**config.mk**
```make
export PLATFORM = sky130hd
export DESIGN_NAME = manchester_stuffed_frame_tx_unit
export DESIGN_NICKNAME = d
export VERILOG_FILES = /design/src/sv/mstx_pkg.sv /design/src/sv/mstx_front.sv /design/src/sv/mstx_back.sv /design/src/sv/manchester_stuffed_frame_tx_unit.sv
export SDC_FILE = /design/constraint.sdc
export NUM_CORES = 1
export LEC_CHECK = 0
export BUFFER_PORTS_ARGS = -buffer_cell sky130_fd_sc_hd__buf_4
export CELL_PAD_IN_SITES_DETAIL_PLACEMENT = 2
export CELL_PAD_IN_SITES_GLOBAL_PLACEMENT = 2
export CORE_MARGIN = 5
export CORE_UTILIZATION = 39
export DETAILED_ROUTE_END_ITERATION = 7
export PLACE_DENSITY = 0.76
export SLEW_MARGIN = 20
export SYNTH_ARGS = -nofsm -noshare
export SYNTH_HDL_FRONTEND = slang
export SYNTH_SLANG_ARGS = --single-unit
```
**constraint.sdc**
```tcl
create_clock -name i_clk -period 3.13 [get_ports i_clk]
set_input_delay 0.626 -clock i_clk [delete_from_list [all_inputs] [get_ports i_clk]]
set_output_delay 0.626 -clock i_clk [all_outputs]
set_load 0.02 [all_outputs]
```
**src/sv/mstx_pkg.sv**
```systemverilog
// ----------------------------------------------------------------------------
// mstx_pkg
// Shared types and constants for the Manchester stuffed frame transmitter.
// ----------------------------------------------------------------------------
package mstx_pkg;

    // ones-run counter width
    localparam int ONES_W = 3;

    // depth of the queue between front and back
    localparam int QDEPTH = 2;

    // frame delimiter, CRC polynomial, seed after reset
    localparam logic [7:0]  DELIM_BYTE   = 8'h7E;
    localparam logic [15:0] CRC_POLY     = 16'h1021;
    localparam logic [15:0] CRC_SEED_RST = 16'd7439;

    // one frame byte with its framing flags
    typedef struct packed {
        logic [7:0] data;
        logic       first;
        logic       last;
    } t_item;

    // sequencer phases of the back end
    typedef enum logic [2:0] {
        PH_IDLE,
        PH_SYNC,
        PH_OPEN,
        PH_DATA,
        PH_CRC,
        PH_CLOSE
    } t_phase;

endpackage

```
**src/sv/mstx_front.sv**
```systemverilog
// ----------------------------------------------------------------------------
// mstx_front
// Input side: takes frame bytes over valid/ready and holds them in a short
// queue until the symbol sequencer pops them.
// ----------------------------------------------------------------------------
module mstx_front
    import mstx_pkg::*;
(
    input  logic       i_clk,
    input  logic       i_rst_n,
    input  logic       i_valid,
    output logic       o_ready,
    input  logic [7:0] i_data_byte,
    input  logic       i_first_of_frame,
    input  logic       i_last_of_frame,
    output logic       o_q_valid,
    output t_item      o_q_item,
    input  logic       i_pop
);

    localparam int PTR_W = (QDEPTH > 1) ? $clog2(QDEPTH) : 1;
    localparam int CNT_W = $clog2(QDEPTH + 1);

    t_item             r_mem [QDEPTH];
    logic [PTR_W-1:0]  r_wr_ptr, n_wr_ptr;
    logic [PTR_W-1:0]  r_rd_ptr, n_rd_ptr;
    logic [CNT_W-1:0]  r_count, n_count;
    logic              push, pop;

    assign o_ready   = (r_count != CNT_W'(QDEPTH));
    assign o_q_valid = (r_count != '0);
    assign o_q_item  = r_mem[r_rd_ptr];

    assign push = i_valid && o_ready;
    assign pop  = i_pop && o_q_valid;

    // pointer and fill bookkeeping
    always_comb begin
        n_wr_ptr = r_wr_ptr;
        n_rd_ptr = r_rd_ptr;
        n_count  = r_count;
        if (push) begin
            n_wr_ptr = (r_wr_ptr == PTR_W'(QDEPTH - 1)) ? '0 : r_wr_ptr + 1'b1;
        end
        if (pop) begin
            n_rd_ptr = (r_rd_ptr == PTR_W'(QDEPTH - 1)) ? '0 : r_rd_ptr + 1'b1;
        end
        if (push && !pop) begin
            n_count = r_count + 1'b1;
        end else if (pop && !push) begin
            n_count = r_count - 1'b1;
        end
    end

    always_ff @(posedge i_clk) begin
        if (!i_rst_n) begin
            r_wr_ptr <= '0;
            r_rd_ptr <= '0;
            r_count  <= '0;
        end else begin
            r_wr_ptr <= n_wr_ptr;
            r_rd_ptr <= n_rd_ptr;
            r_count  <= n_count;
        end
    end

    // queue storage, no reset needed
    always_ff @(posedge i_clk) begin
        if (push) begin
            r_mem[r_wr_ptr] <= '{data: i_data_byte, first: i_first_of_frame,
                                 last: i_last_of_frame};
        end
    end

endmodule

```
**src/sv/mstx_back.sv**
```systemverilog
// ----------------------------------------------------------------------------
// mstx_back
// Symbol sequencer: sync, delimiters, stuffed payload, bit-serial CRC-16 and
// the registered line-symbol output with its valid/ready handshake.
// ----------------------------------------------------------------------------
module mstx_back
    import mstx_pkg::*;
#(
    parameter int STUFF_LIMIT = 5,
    parameter int SYNC_PAIRS  = 8
) (
    input  logic        i_clk,
    input  logic        i_rst_n,
    input  logic        i_cfg_we,
    input  logic [15:0] i_cfg_wdata,
    input  logic        i_q_valid,
    input  t_item       i_q_item,
    output logic        o_pop,
    output logic        o_valid,
    input  logic        i_ready,
    output logic        o_half_first,
    output logic        o_half_second,
    output logic        o_run_last,
    output logic        o_frame_end
);

    localparam int SYNC_SYMS = 2 * SYNC_PAIRS;
    localparam int CNT_MAX   = (SYNC_SYMS > 16) ? SYNC_SYMS : 16;
    localparam int CNT_W     = $clog2(CNT_MAX);

    t_phase             r_phase, n_phase;
    logic [CNT_W-1:0]   r_cnt, n_cnt;
    logic [15:0]        r_sh, n_sh;
    logic [15:0]        r_crc, n_crc;
    logic [15:0]        r_seed;
    logic [ONES_W-1:0]  r_ones, n_ones;
    logic               r_stuff, n_stuff;
    logic               r_tail, n_tail;
    logic [7:0]         r_data, n_data;
    logic               r_last, n_last;

    logic               r_o_valid;
    logic               r_half_first, r_half_second, r_run_last, r_frame_end;

    logic               adv, emit, sym_bit, sym_last, sym_end, load, fin;
    logic               need_stuff, fb;
    logic [ONES_W-1:0]  ones_inc;

    assign adv        = !r_o_valid || i_ready;
    assign ones_inc   = r_ones + 1'b1;
    assign need_stuff = (ones_inc >= ONES_W'(STUFF_LIMIT));
    assign fb         = r_crc[15] ^ r_sh[15];
    assign o_pop      = load;

    // sequencer next state
    always_comb begin
        n_phase  = r_phase;
        n_cnt    = r_cnt;
        n_sh     = r_sh;
        n_crc    = r_crc;
        n_ones   = r_ones;
        n_stuff  = r_stuff;
        n_tail   = r_tail;
        n_data   = r_data;
        n_last   = r_last;
        emit     = 1'b0;
        sym_bit  = 1'b0;
        sym_last = 1'b0;
        sym_end  = 1'b0;
        load     = 1'b0;
        fin      = 1'b0;

        if (r_phase == PH_IDLE) begin
            load = i_q_valid;
        end else if (adv) begin
            emit = 1'b1;
            case (r_phase)
                PH_SYNC: begin
                    sym_bit = ~r_cnt[0];
                    if (r_cnt == '0) begin
                        n_phase = PH_OPEN;
                        n_sh    = {DELIM_BYTE, 8'h00};
                        n_cnt   = CNT_W'(7);
                    end else begin
                        n_cnt = r_cnt - 1'b1;
                    end
                end
                PH_OPEN: begin
                    sym_bit = r_sh[15];
                    n_sh    = {r_sh[14:0], 1'b0};
                    if (r_cnt == '0) begin
                        n_phase = PH_DATA;
                        n_sh    = {r_data, 8'h00};
                        n_cnt   = CNT_W'(7);
                    end else begin
                        n_cnt = r_cnt - 1'b1;
                    end
                end
                PH_DATA, PH_CRC: begin
                    if (r_stuff) begin
                        // inserted zero after a full run of ones
                        sym_bit = 1'b0;
                        n_stuff = 1'b0;
                        fin     = r_tail;
                    end else begin
                        sym_bit = r_sh[15];
                        n_sh    = {r_sh[14:0], 1'b0};
                        if (r_phase == PH_DATA) begin
                            n_crc = {r_crc[14:0], 1'b0} ^ (fb ? CRC_POLY : 16'h0000);
                        end
                        if (r_sh[15]) begin
                            if (need_stuff) begin
                                n_stuff = 1'b1;
                                n_ones  = '0;
                            end else begin
                                n_ones = ones_inc;
                            end
                        end else begin
                            n_ones = '0;
                        end
                        if (r_cnt == '0) begin
                            if (r_sh[15] && need_stuff) begin
                                n_tail = 1'b1;
                            end else begin
                                fin = 1'b1;
                            end
                        end else begin
                            n_cnt = r_cnt - 1'b1;
                        end
                    end
                    if (fin) begin
                        n_tail = 1'b0;
                        if (r_phase == PH_DATA) begin
                            if (r_last) begin
                                n_phase = PH_CRC;
                                n_sh    = n_crc;
                                n_cnt   = CNT_W'(15);
                            end else begin
                                sym_last = 1'b1;
                            end
                        end else begin
                            n_phase = PH_CLOSE;
                            n_sh    = {DELIM_BYTE, 8'h00};
                            n_cnt   = CNT_W'(7);
                        end
                    end
                end
                PH_CLOSE: begin
                    sym_bit = r_sh[15];
                    n_sh    = {r_sh[14:0], 1'b0};
                    if (r_cnt == '0) begin
                        sym_last = 1'b1;
                        sym_end  = 1'b1;
                        n_ones   = '0;
                        n_crc    = r_seed;
                    end else begin
                        n_cnt = r_cnt - 1'b1;
                    end
                end
                default: begin
                    emit = 1'b0;
                end
            endcase
            // item done: chain straight into the next queued byte
            if (sym_last) begin
                load = i_q_valid;
                if (!i_q_valid) begin
                    n_phase = PH_IDLE;
                end
            end
        end

        if (load) begin
            n_data = i_q_item.data;
            n_last = i_q_item.last;
            n_tail = 1'b0;
            if (i_q_item.first) begin
                n_phase = PH_SYNC;
                n_cnt   = CNT_W'(SYNC_SYMS - 1);
                n_ones  = '0;
                n_crc   = r_seed;
            end else begin
                n_phase = PH_DATA;
                n_sh    = {i_q_item.data, 8'h00};
                n_cnt   = CNT_W'(7);
            end
        end
    end

    // sequencer state
    always_ff @(posedge i_clk) begin
        if (!i_rst_n) begin
            r_phase <= PH_IDLE;
            r_cnt   <= '0;
            r_crc   <= CRC_SEED_RST;
            r_ones  <= '0;
            r_stuff <= 1'b0;
            r_tail  <= 1'b0;
            r_last  <= 1'b0;
        end else begin
            r_phase <= n_phase;
            r_cnt   <= n_cnt;
            r_crc   <= n_crc;
            r_ones  <= n_ones;
            r_stuff <= n_stuff;
            r_tail  <= n_tail;
            r_last  <= n_last;
        end
    end

    // payload holding registers
    always_ff @(posedge i_clk) begin
        r_sh   <= n_sh;
        r_data <= n_data;
    end

    // seed register
    always_ff @(posedge i_clk) begin
        if (!i_rst_n) begin
            r_seed <= CRC_SEED_RST;
        end else if (i_cfg_we) begin
            r_seed <= i_cfg_wdata;
        end
    end

    // output symbol register
    always_ff @(posedge i_clk) begin
        if (!i_rst_n) begin
            r_o_valid <= 1'b0;
        end else if (adv) begin
            r_o_valid <= emit;
        end
    end

    always_ff @(posedge i_clk) begin
        if (adv && emit) begin
            r_half_first  <= ~sym_bit;
            r_half_second <= sym_bit;
            r_run_last    <= sym_last;
            r_frame_end   <= sym_end;
        end
    end

    assign o_valid       = r_o_valid;
    assign o_half_first  = r_half_first;
    assign o_half_second = r_half_second;
    assign o_run_last    = r_run_last;
    assign o_frame_end   = r_frame_end;

endmodule

```
**src/sv/manchester_stuffed_frame_tx_unit.sv**
```systemverilog
// ----------------------------------------------------------------------------
// manchester_stuffed_frame_tx_unit
// Frame bytes in, Manchester line symbols out, with sync, delimiters, bit
// stuffing and a CRC-16-CCITT trailer.
// ----------------------------------------------------------------------------
// Usage:
//   Input channel (i_valid/o_ready) transfers one frame byte with its
//   first/last flags. Output channel (o_valid/i_ready) transfers one line
//   symbol per cycle while the receiver is ready; a one is low-high, a zero is high-low.
//   Throughput is set by the symbol sequencer, one symbol per cycle while the
//   receiver is ready: a plain byte takes 8 to 10 symbols, an opening byte
//   adds 2*SYNC_PAIRS + 8, a closing byte adds 16 to 20 for the CRC plus 8
//   for the delimiter. When idle, a byte passes the queue, the sequencer
//   state and the output register before its first symbol. A two-entry
//   queue holds bytes while the sequencer is busy; the source waits only
//   when it is full. A receiver stall holds the output symbol and the sequencer.
//   i_cfg_we writes the CRC seed; it applies at the next frame start or
//   frame end. Reset empties the queue, clears the ones run and sets
//   seed and CRC to 7439.
// ----------------------------------------------------------------------------
module manchester_stuffed_frame_tx_unit
    import mstx_pkg::*;
#(
    parameter int STUFF_LIMIT = 5,
    parameter int SYNC_PAIRS  = 8
) (
    input  logic        i_clk,
    input  logic        i_rst_n,
    input  logic        i_cfg_we,
    input  logic [15:0] i_cfg_wdata,
    input  logic        i_valid,
    output logic        o_ready,
    input  logic [7:0]  i_data_byte,
    input  logic        i_first_of_frame,
    input  logic        i_last_of_frame,
    output logic        o_valid,
    input  logic        i_ready,
    output logic        o_half_first,
    output logic        o_half_second,
    output logic        o_run_last,
    output logic        o_frame_end
);

    logic  q_valid;
    t_item q_item;
    logic  q_pop;

    // byte intake and queue
    mstx_front u_front (
        .i_clk            (i_clk),
        .i_rst_n          (i_rst_n),
        .i_valid          (i_valid),
        .o_ready          (o_ready),
        .i_data_byte      (i_data_byte),
        .i_first_of_frame (i_first_of_frame),
        .i_last_of_frame  (i_last_of_frame),
        .o_q_valid        (q_valid),
        .o_q_item         (q_item),
        .i_pop            (q_pop)
    );

    // symbol sequencer and output register
    mstx_back #(
        .STUFF_LIMIT (STUFF_LIMIT),
        .SYNC_PAIRS  (SYNC_PAIRS)
    ) u_back (
        .i_clk         (i_clk),
        .i_rst_n       (i_rst_n),
        .i_cfg_we      (i_cfg_we),
        .i_cfg_wdata   (i_cfg_wdata),
        .i_q_valid     (q_valid),
        .i_q_item      (q_item),
        .o_pop         (q_pop),
        .o_valid       (o_valid),
        .i_ready       (i_ready),
        .o_half_first  (o_half_first),
        .o_half_second (o_half_second),
        .o_run_last    (o_run_last),
        .o_frame_end   (o_frame_end)
    );

endmodule

```
Yosys cells after proc, flatten, opt, wreduce, memory -nomap -nowiden
Memories as Yosys holds them, arrays and structs flattened. A register that Yosys moved wholly into a read port is not among the register bits.
Cells that the tools add are included.
Widths: inputs -> output; s select.

storage, ports and cells
  bits in registers = 78
  memory bits (writable) = 20
  input bits = 31
  logic and storage cells = 161
  memories kept = 1

operators by class
  $add $sub $neg = 6
  order comparisons = 1
  eq/ne operators = 8
  muxes and demuxes = 90
  bitwise operators = 8
  reduce and logical (&&, ||, !) cells = 29

memories
  name           words  bits a word  rd ports  clocked after Yosys merged registers in  write ports  RTL line          text
  u_front.r_mem  2      10           1         1                                        1            mstx_front.sv:24  t_item r_mem [QDEPTH];

operators with widths
  kind                number
  $mux 16             17
  $pmux 16 s4         1
  $mux 3              18
  $mux 4              10
  $mux 1              34
  $pmux 16 s2         1
  $xor 16x16->16      1
  $mux 13             1
  $pmux 4 s3          1
  $reduce_bool 2->1   5
  $reduce_or 2->1     5
  $pmux 3 s3          1
  $eq 3x2->1 const B  2
  $eq 3x3->1 const B  2
  $logic_and 1x1->1   6
  $mux 2              3
  $ne 2x2->1 const B  3
  $not 1->1           6
  $pmux 3 s2          1
  $reduce_and 3->1    2
  $reduce_and 6->1    1
  $reduce_or 5->1     1
  $logic_not 4->1     1
  $reduce_bool 4->1   1
  15 further kinds    18

Longest topological paths before layout
  depth after elaboration = 20
  depth in mapped cells = 10

Hierarchy
A second synthesis with hierarchy kept.

unflattened totals
  cells, all modules = 584
  area total of the unflattened synthesis = 5462.7 µm²

by module, submodules not included
  module      instances  cells an instance  area each (µm²)  sequential area each (µm²)
  mstx_back   1          528                4510.6           1601.5
  mstx_front  1          56                 952.2            700.7

Worst setup path before layout
No wires, ideal clock.

  path type = reg-to-reg
  start = register u_back.r_ones[0]
  end = register u_front.r_count[1]
  setup time = 76 ps
  arrival time = 2508 ps
  required time = 3054 ps
  path slack = 546 ps
  stages on the path, launching flop included = 9
  buffers on the path = 0
  cells stage by stage = dfxtp_1 > inv_1 > ha_1 > nor3b_2 > o32ai_4 > o32a_4 > ha_1 > or3_1 > a21boi_0

between the ends
  word-level cells in the longest chain between the ends = 20
  elaborated cells on any way between the ends = 22
  classes of those cells = add/sub (1); order compare (1); mux (14); reduce/logical (6)

ends and longest elaborated chain
  what                                                RTL line          text
  start, declared                                     mstx_back.sv:36   logic [ONES_W-1:0] r_ones, n_ones;
  start signal, assigned                              mstx_back.sv:204  r_ones <= n_ones;
  $add 3x1->3 (*)                                     mstx_back.sv:50   assign ones_inc = r_ones + 1'b1;
  $ge 3x3->1 (*)                                      mstx_back.sv:51   assign need_stuff = (ones_inc >= ONES_W'(STUFF_LIMIT));
  $logic_and 1x1->1 (*)                               mstx_back.sv:122  if (r_sh[15] && need_stuff) begin
  $mux 1 (*)                                          mstx_back.sv:122
  $mux 1 (*)                                          mstx_back.sv:121  if (r_cnt == '0) begin
  $mux 1 (*)                                          mstx_back.sv:100  if (r_stuff) begin
  $mux 1 (*)                                          mstx_back.sv:77   case (r_phase)
  $mux 1 (*)                                          mstx_back.sv:75   end else if (adv) begin
  [... 4 more ...]                                    -
  $mux 1 (*)                                          mstx_back.sv:73   if (r_phase == PH_IDLE) begin
  $mux 1 (*)                                          mstx_back.sv:165  if (sym_last) begin
  $mux 1 (*)                                          mstx_back.sv:75
  $mux 1 (*)                                          mstx_back.sv:73
  $logic_and 1x1->1 (*)                               mstx_front.sv:35  assign pop = i_pop && o_q_valid;
  $logic_not 1->1                                     mstx_front.sv:48  if (push && !pop) begin
  $logic_and 1x1->1                                   mstx_front.sv:48
  $mux 2 / $reduce_bool 2->1 (equally long branches)  -
  end signal, assigned                                mstx_front.sv:63  r_count <= n_count;
  end, declared                                       mstx_front.sv:27  logic [CNT_W-1:0] r_count, n_count;

Every way passes the cells marked *; elsewhere a longest branch is shown, timed or not. The select of a mux whose other input is x is not followed.
A chain may end at the register's enable or synchronous reset.

Worst setup path after layout
Ends and elaborated chain as after synthesis.

==> impl_metrics.tcl <==
set metrics [dict create \
    status "completed" \
    grt_util_all_layers_pct 22.56 \
    syn_to_final_growth_pct 16.26 \
    setup_viol 0 \
    wl_microns 18060 \
    drt_iter0_drc 300 \
    syn_nets 591 \
    port_buffers 36 \
    postLayoutSetupSlackWorst_ps 195.7 \
    worstPathRequired_ps 3410 \
    final_common_cell "buf_4" \
    async_reset_ff_share_pct 0 \
    yosysUniqueCellTypes 69 \
    routedWlPerCell_microns 23.18 \
    rsz0062_at_grt "no" \
    place_congestion 0.8722 \
    rows 43 \
    critPathCaptureType "flip-flop" \
    diodes 0 \
    total_power_w 0.006313 \
    pre_cts_ws_ps 203.1 \
    core_area_sq_um 13720 \
    path_class "reg -> reg" \
    start_util_pct 39.33 \
    post_dp_cell_area_sq_um 5959 \
    antenna_found_initial 0 \
    peakVddDrop_uv 455.7 \
    chipWidth_microns 127.6 \
    yosys_warnings 0 \
    fin_skew_ps 12.58 \
    timing.fmax_ghz 0.3408 \
    drt_first_pass_iters 5 \
    syn_inst 555 \
    cap_violations 0 \
    p_per_area_nw_per_um2 1006 \
    synthesis.area_sq_um 5395 \
    grtUsageMet2_pct 38.62 \
    htree_levels 3 \
    hold_slack_ps 442.8 \
    cts.clk_slew.worst_paths_ps 80 \
    slew_viol_final 0 \
    cp.arrival_ps 3210 \
    die_area_sq_um 16290 \
    mostFrequentLayoutCells "69 x buf_4, 67 x dfxtp_1, 54 x mux2i_1, 44 x o21ai_0, 40 x nand2_1" \
    drt-vias-per-instance 6.110 \
    synth_edf_count 32 \
    startpoint_type "flip-flop" \
    vias 4760 \
    cts_setup_buffers 0 \
    grtUsageMet3_pct 4.640 \
    min_period_ps 2934 \
    worst_pin_slew_ps 898.9 \
    met1_usage_pct 28.84 \
    synth-seq-area-share_pct 42.67 \
    cts_inserted_buffers 9 \
    tns_ps 0 \
    synth-seq-cells 99 \
    grt_start_max_net_pins 59 \
    worstSkewPairLatency_ps 360 \
    die_y_microns 127.6 \
    drive_gt1_share_pct 19.20 \
    hold_class "in -> reg" \
    synth_ff_type "dfxtp_1" \
    grt_pass1_wl_microns 28760 \
    hold_violations 0 \
    root_buffer "clkbuf_16" \
    cts_num_sinks 99 \
    finalCritPeriodShare_pct 93.75 \
    grt_pass1_vias 5245 \
    hpwlAfterDp_microns 12950 \
    clk_path_buf_depth 2 \
    fin_area_sq_um 6272 \
    drtAntennaViolNets 0 \
    cts_tree "yes" \
    p_leak_nw 2.446 \
    relSlewSlack_pct 39.85 \
    syn_avg_cell_area_sq_um 9.721 \
    busiest_layer "met2" \
    drc 0 \
    crit_fanout 9 \
    gr-total-overflow 0 \
    final_nets 630 \
    io_pins 37 \
]
## state kept, by name, indices dropped and copies added (netlist names), 2 cells and up, named ones only
name / flops
u_front.r_count: 2
u_front.r_mem: 20
u_back.r_phase: 3
u_back.r_ones: 3
u_back.r_seed: 16
u_back.r_crc: 16
u_back.r_cnt: 4
u_back.r_sh: 16
u_back.r_data: 8
## final cells by class
| cell class | instances | area, sq um |
|---|---|---|
| Clock inverter | 7 | 81.33 |
| Inverter | 12 | 50.05 |
| Multi-Input combinational cell | 403 | 2870 |
| Sequential cell | 99 | 2302 |
| Clock buffer | 9 | 225.2 |
| Fill cell | 1473 | 7447 |
| Tap cell | 180 | 225.2 |
| Timing Repair Buffer | 69 | 518.0 |
## worst paths after layout
kind,start,endpoint,slack (ps),cells after the start
max,u_back.r_ones[0],u_front.r_count[1],200,8
min,i_first_of_frame,u_front.r_mem[0][1],440,1
max reg2reg,u_back.r_ones[0],u_front.r_count[1],200,8
min reg2reg,u_back.r_seed[3],u_back.r_crc[3],470,1
## per-layer routing
layer,routed length [microns],vias to the layer above
met5,0,-
met4,328,0
met3,777,23
met2,8880,104
met1,8069,2455
li1,-,2178
## cells by family after synthesis
| family | count (synthesis) | synth area share, % |
|---|---|---|
| muxes | 66 | 12.52 |
| AOI/OAI and AO/OA | 189 | 24.98 |
| DFF | 99 | 42.67 |
| and+or+nand+nor | 136 | 13.20 |
| xor gates and xnor gates | 7 | 1.136 |
| buffers and inverters | 53 | 4.336 |
| adders and majority gates | 5 | 1.160 |
## report_power, final
part / leakage, nW / total (W) / internal, W / switching (W)
Clock: 0.150 / 0.00116 / 0.000576 / 0.000589
Sequential: 0.852 / 0.00214 / 0.00171 / 0.000434
Combinational: 1.44 / 0.00301 / 0.00122 / 0.00179
## worst max-delay path, cell delays in order (launching register included)
cell      delay, ps
dfxtp_1         430
inv_1            80
ha_1            340
nor3b_4         320
o32ai_4         210
o32a_4          490
ha_1            360
or3_1           390
a21boi_0        210
## synthesized netlist by cell type, drive strengths merged (3+ instances only)
cell / count / area [sq um]
a211oi: 6 / 45.04
a21o: 11 / 82.58
a21oi: 30 / 150.1
a221oi: 11 / 96.34
a22o: 8 / 70.07
a22oi: 8 / 60.06
a31o: 9 / 78.83
a31oi: 3 / 18.77
and2: 6 / 37.54
and3: 11 / 68.82
buf: 19 / 101.3
clkbuf: 22 / 82.58
dfxtp: 67 / 1341
edfxtp: 32 / 960.9
ha: 5 / 62.56
inv: 11 / 46.29
mux2: 12 / 135.1
mux2i: 54 / 540.5
nand2: 41 / 161.4
nand2b: 9 / 56.30
nand3: 7 / 35.03
nor2: 28 / 107.6
nor2b: 12 / 75.07
nor3: 8 / 45.04
nor3b: 3 / 27.52
o211a: 7 / 70.07
o211ai: 6 / 45.04
o21ai: 47 / 239.0
o221ai: 8 / 70.07
o22ai: 8 / 50.05
o31ai: 4 / 30.03
o32ai: 4 / 53.81
or2: 3 / 18.77
xnor2: 3 / 26.28
xor2: 4 / 35.03
## through the flow
stage	utilization [%]	instances
after global placement	43.44	763
after global routing	45.72	779
after detailed placement	43.44	763
after floorplan	-	555
after CTS	45.67	779
final	45.72	779
## repair_timing
action / CTS / global route
gates resized for setup: 0 / 1
hold buffers: 0 / 0
setup endpoints to repair: 0 / 1
(Power assumes the default switching activity.)
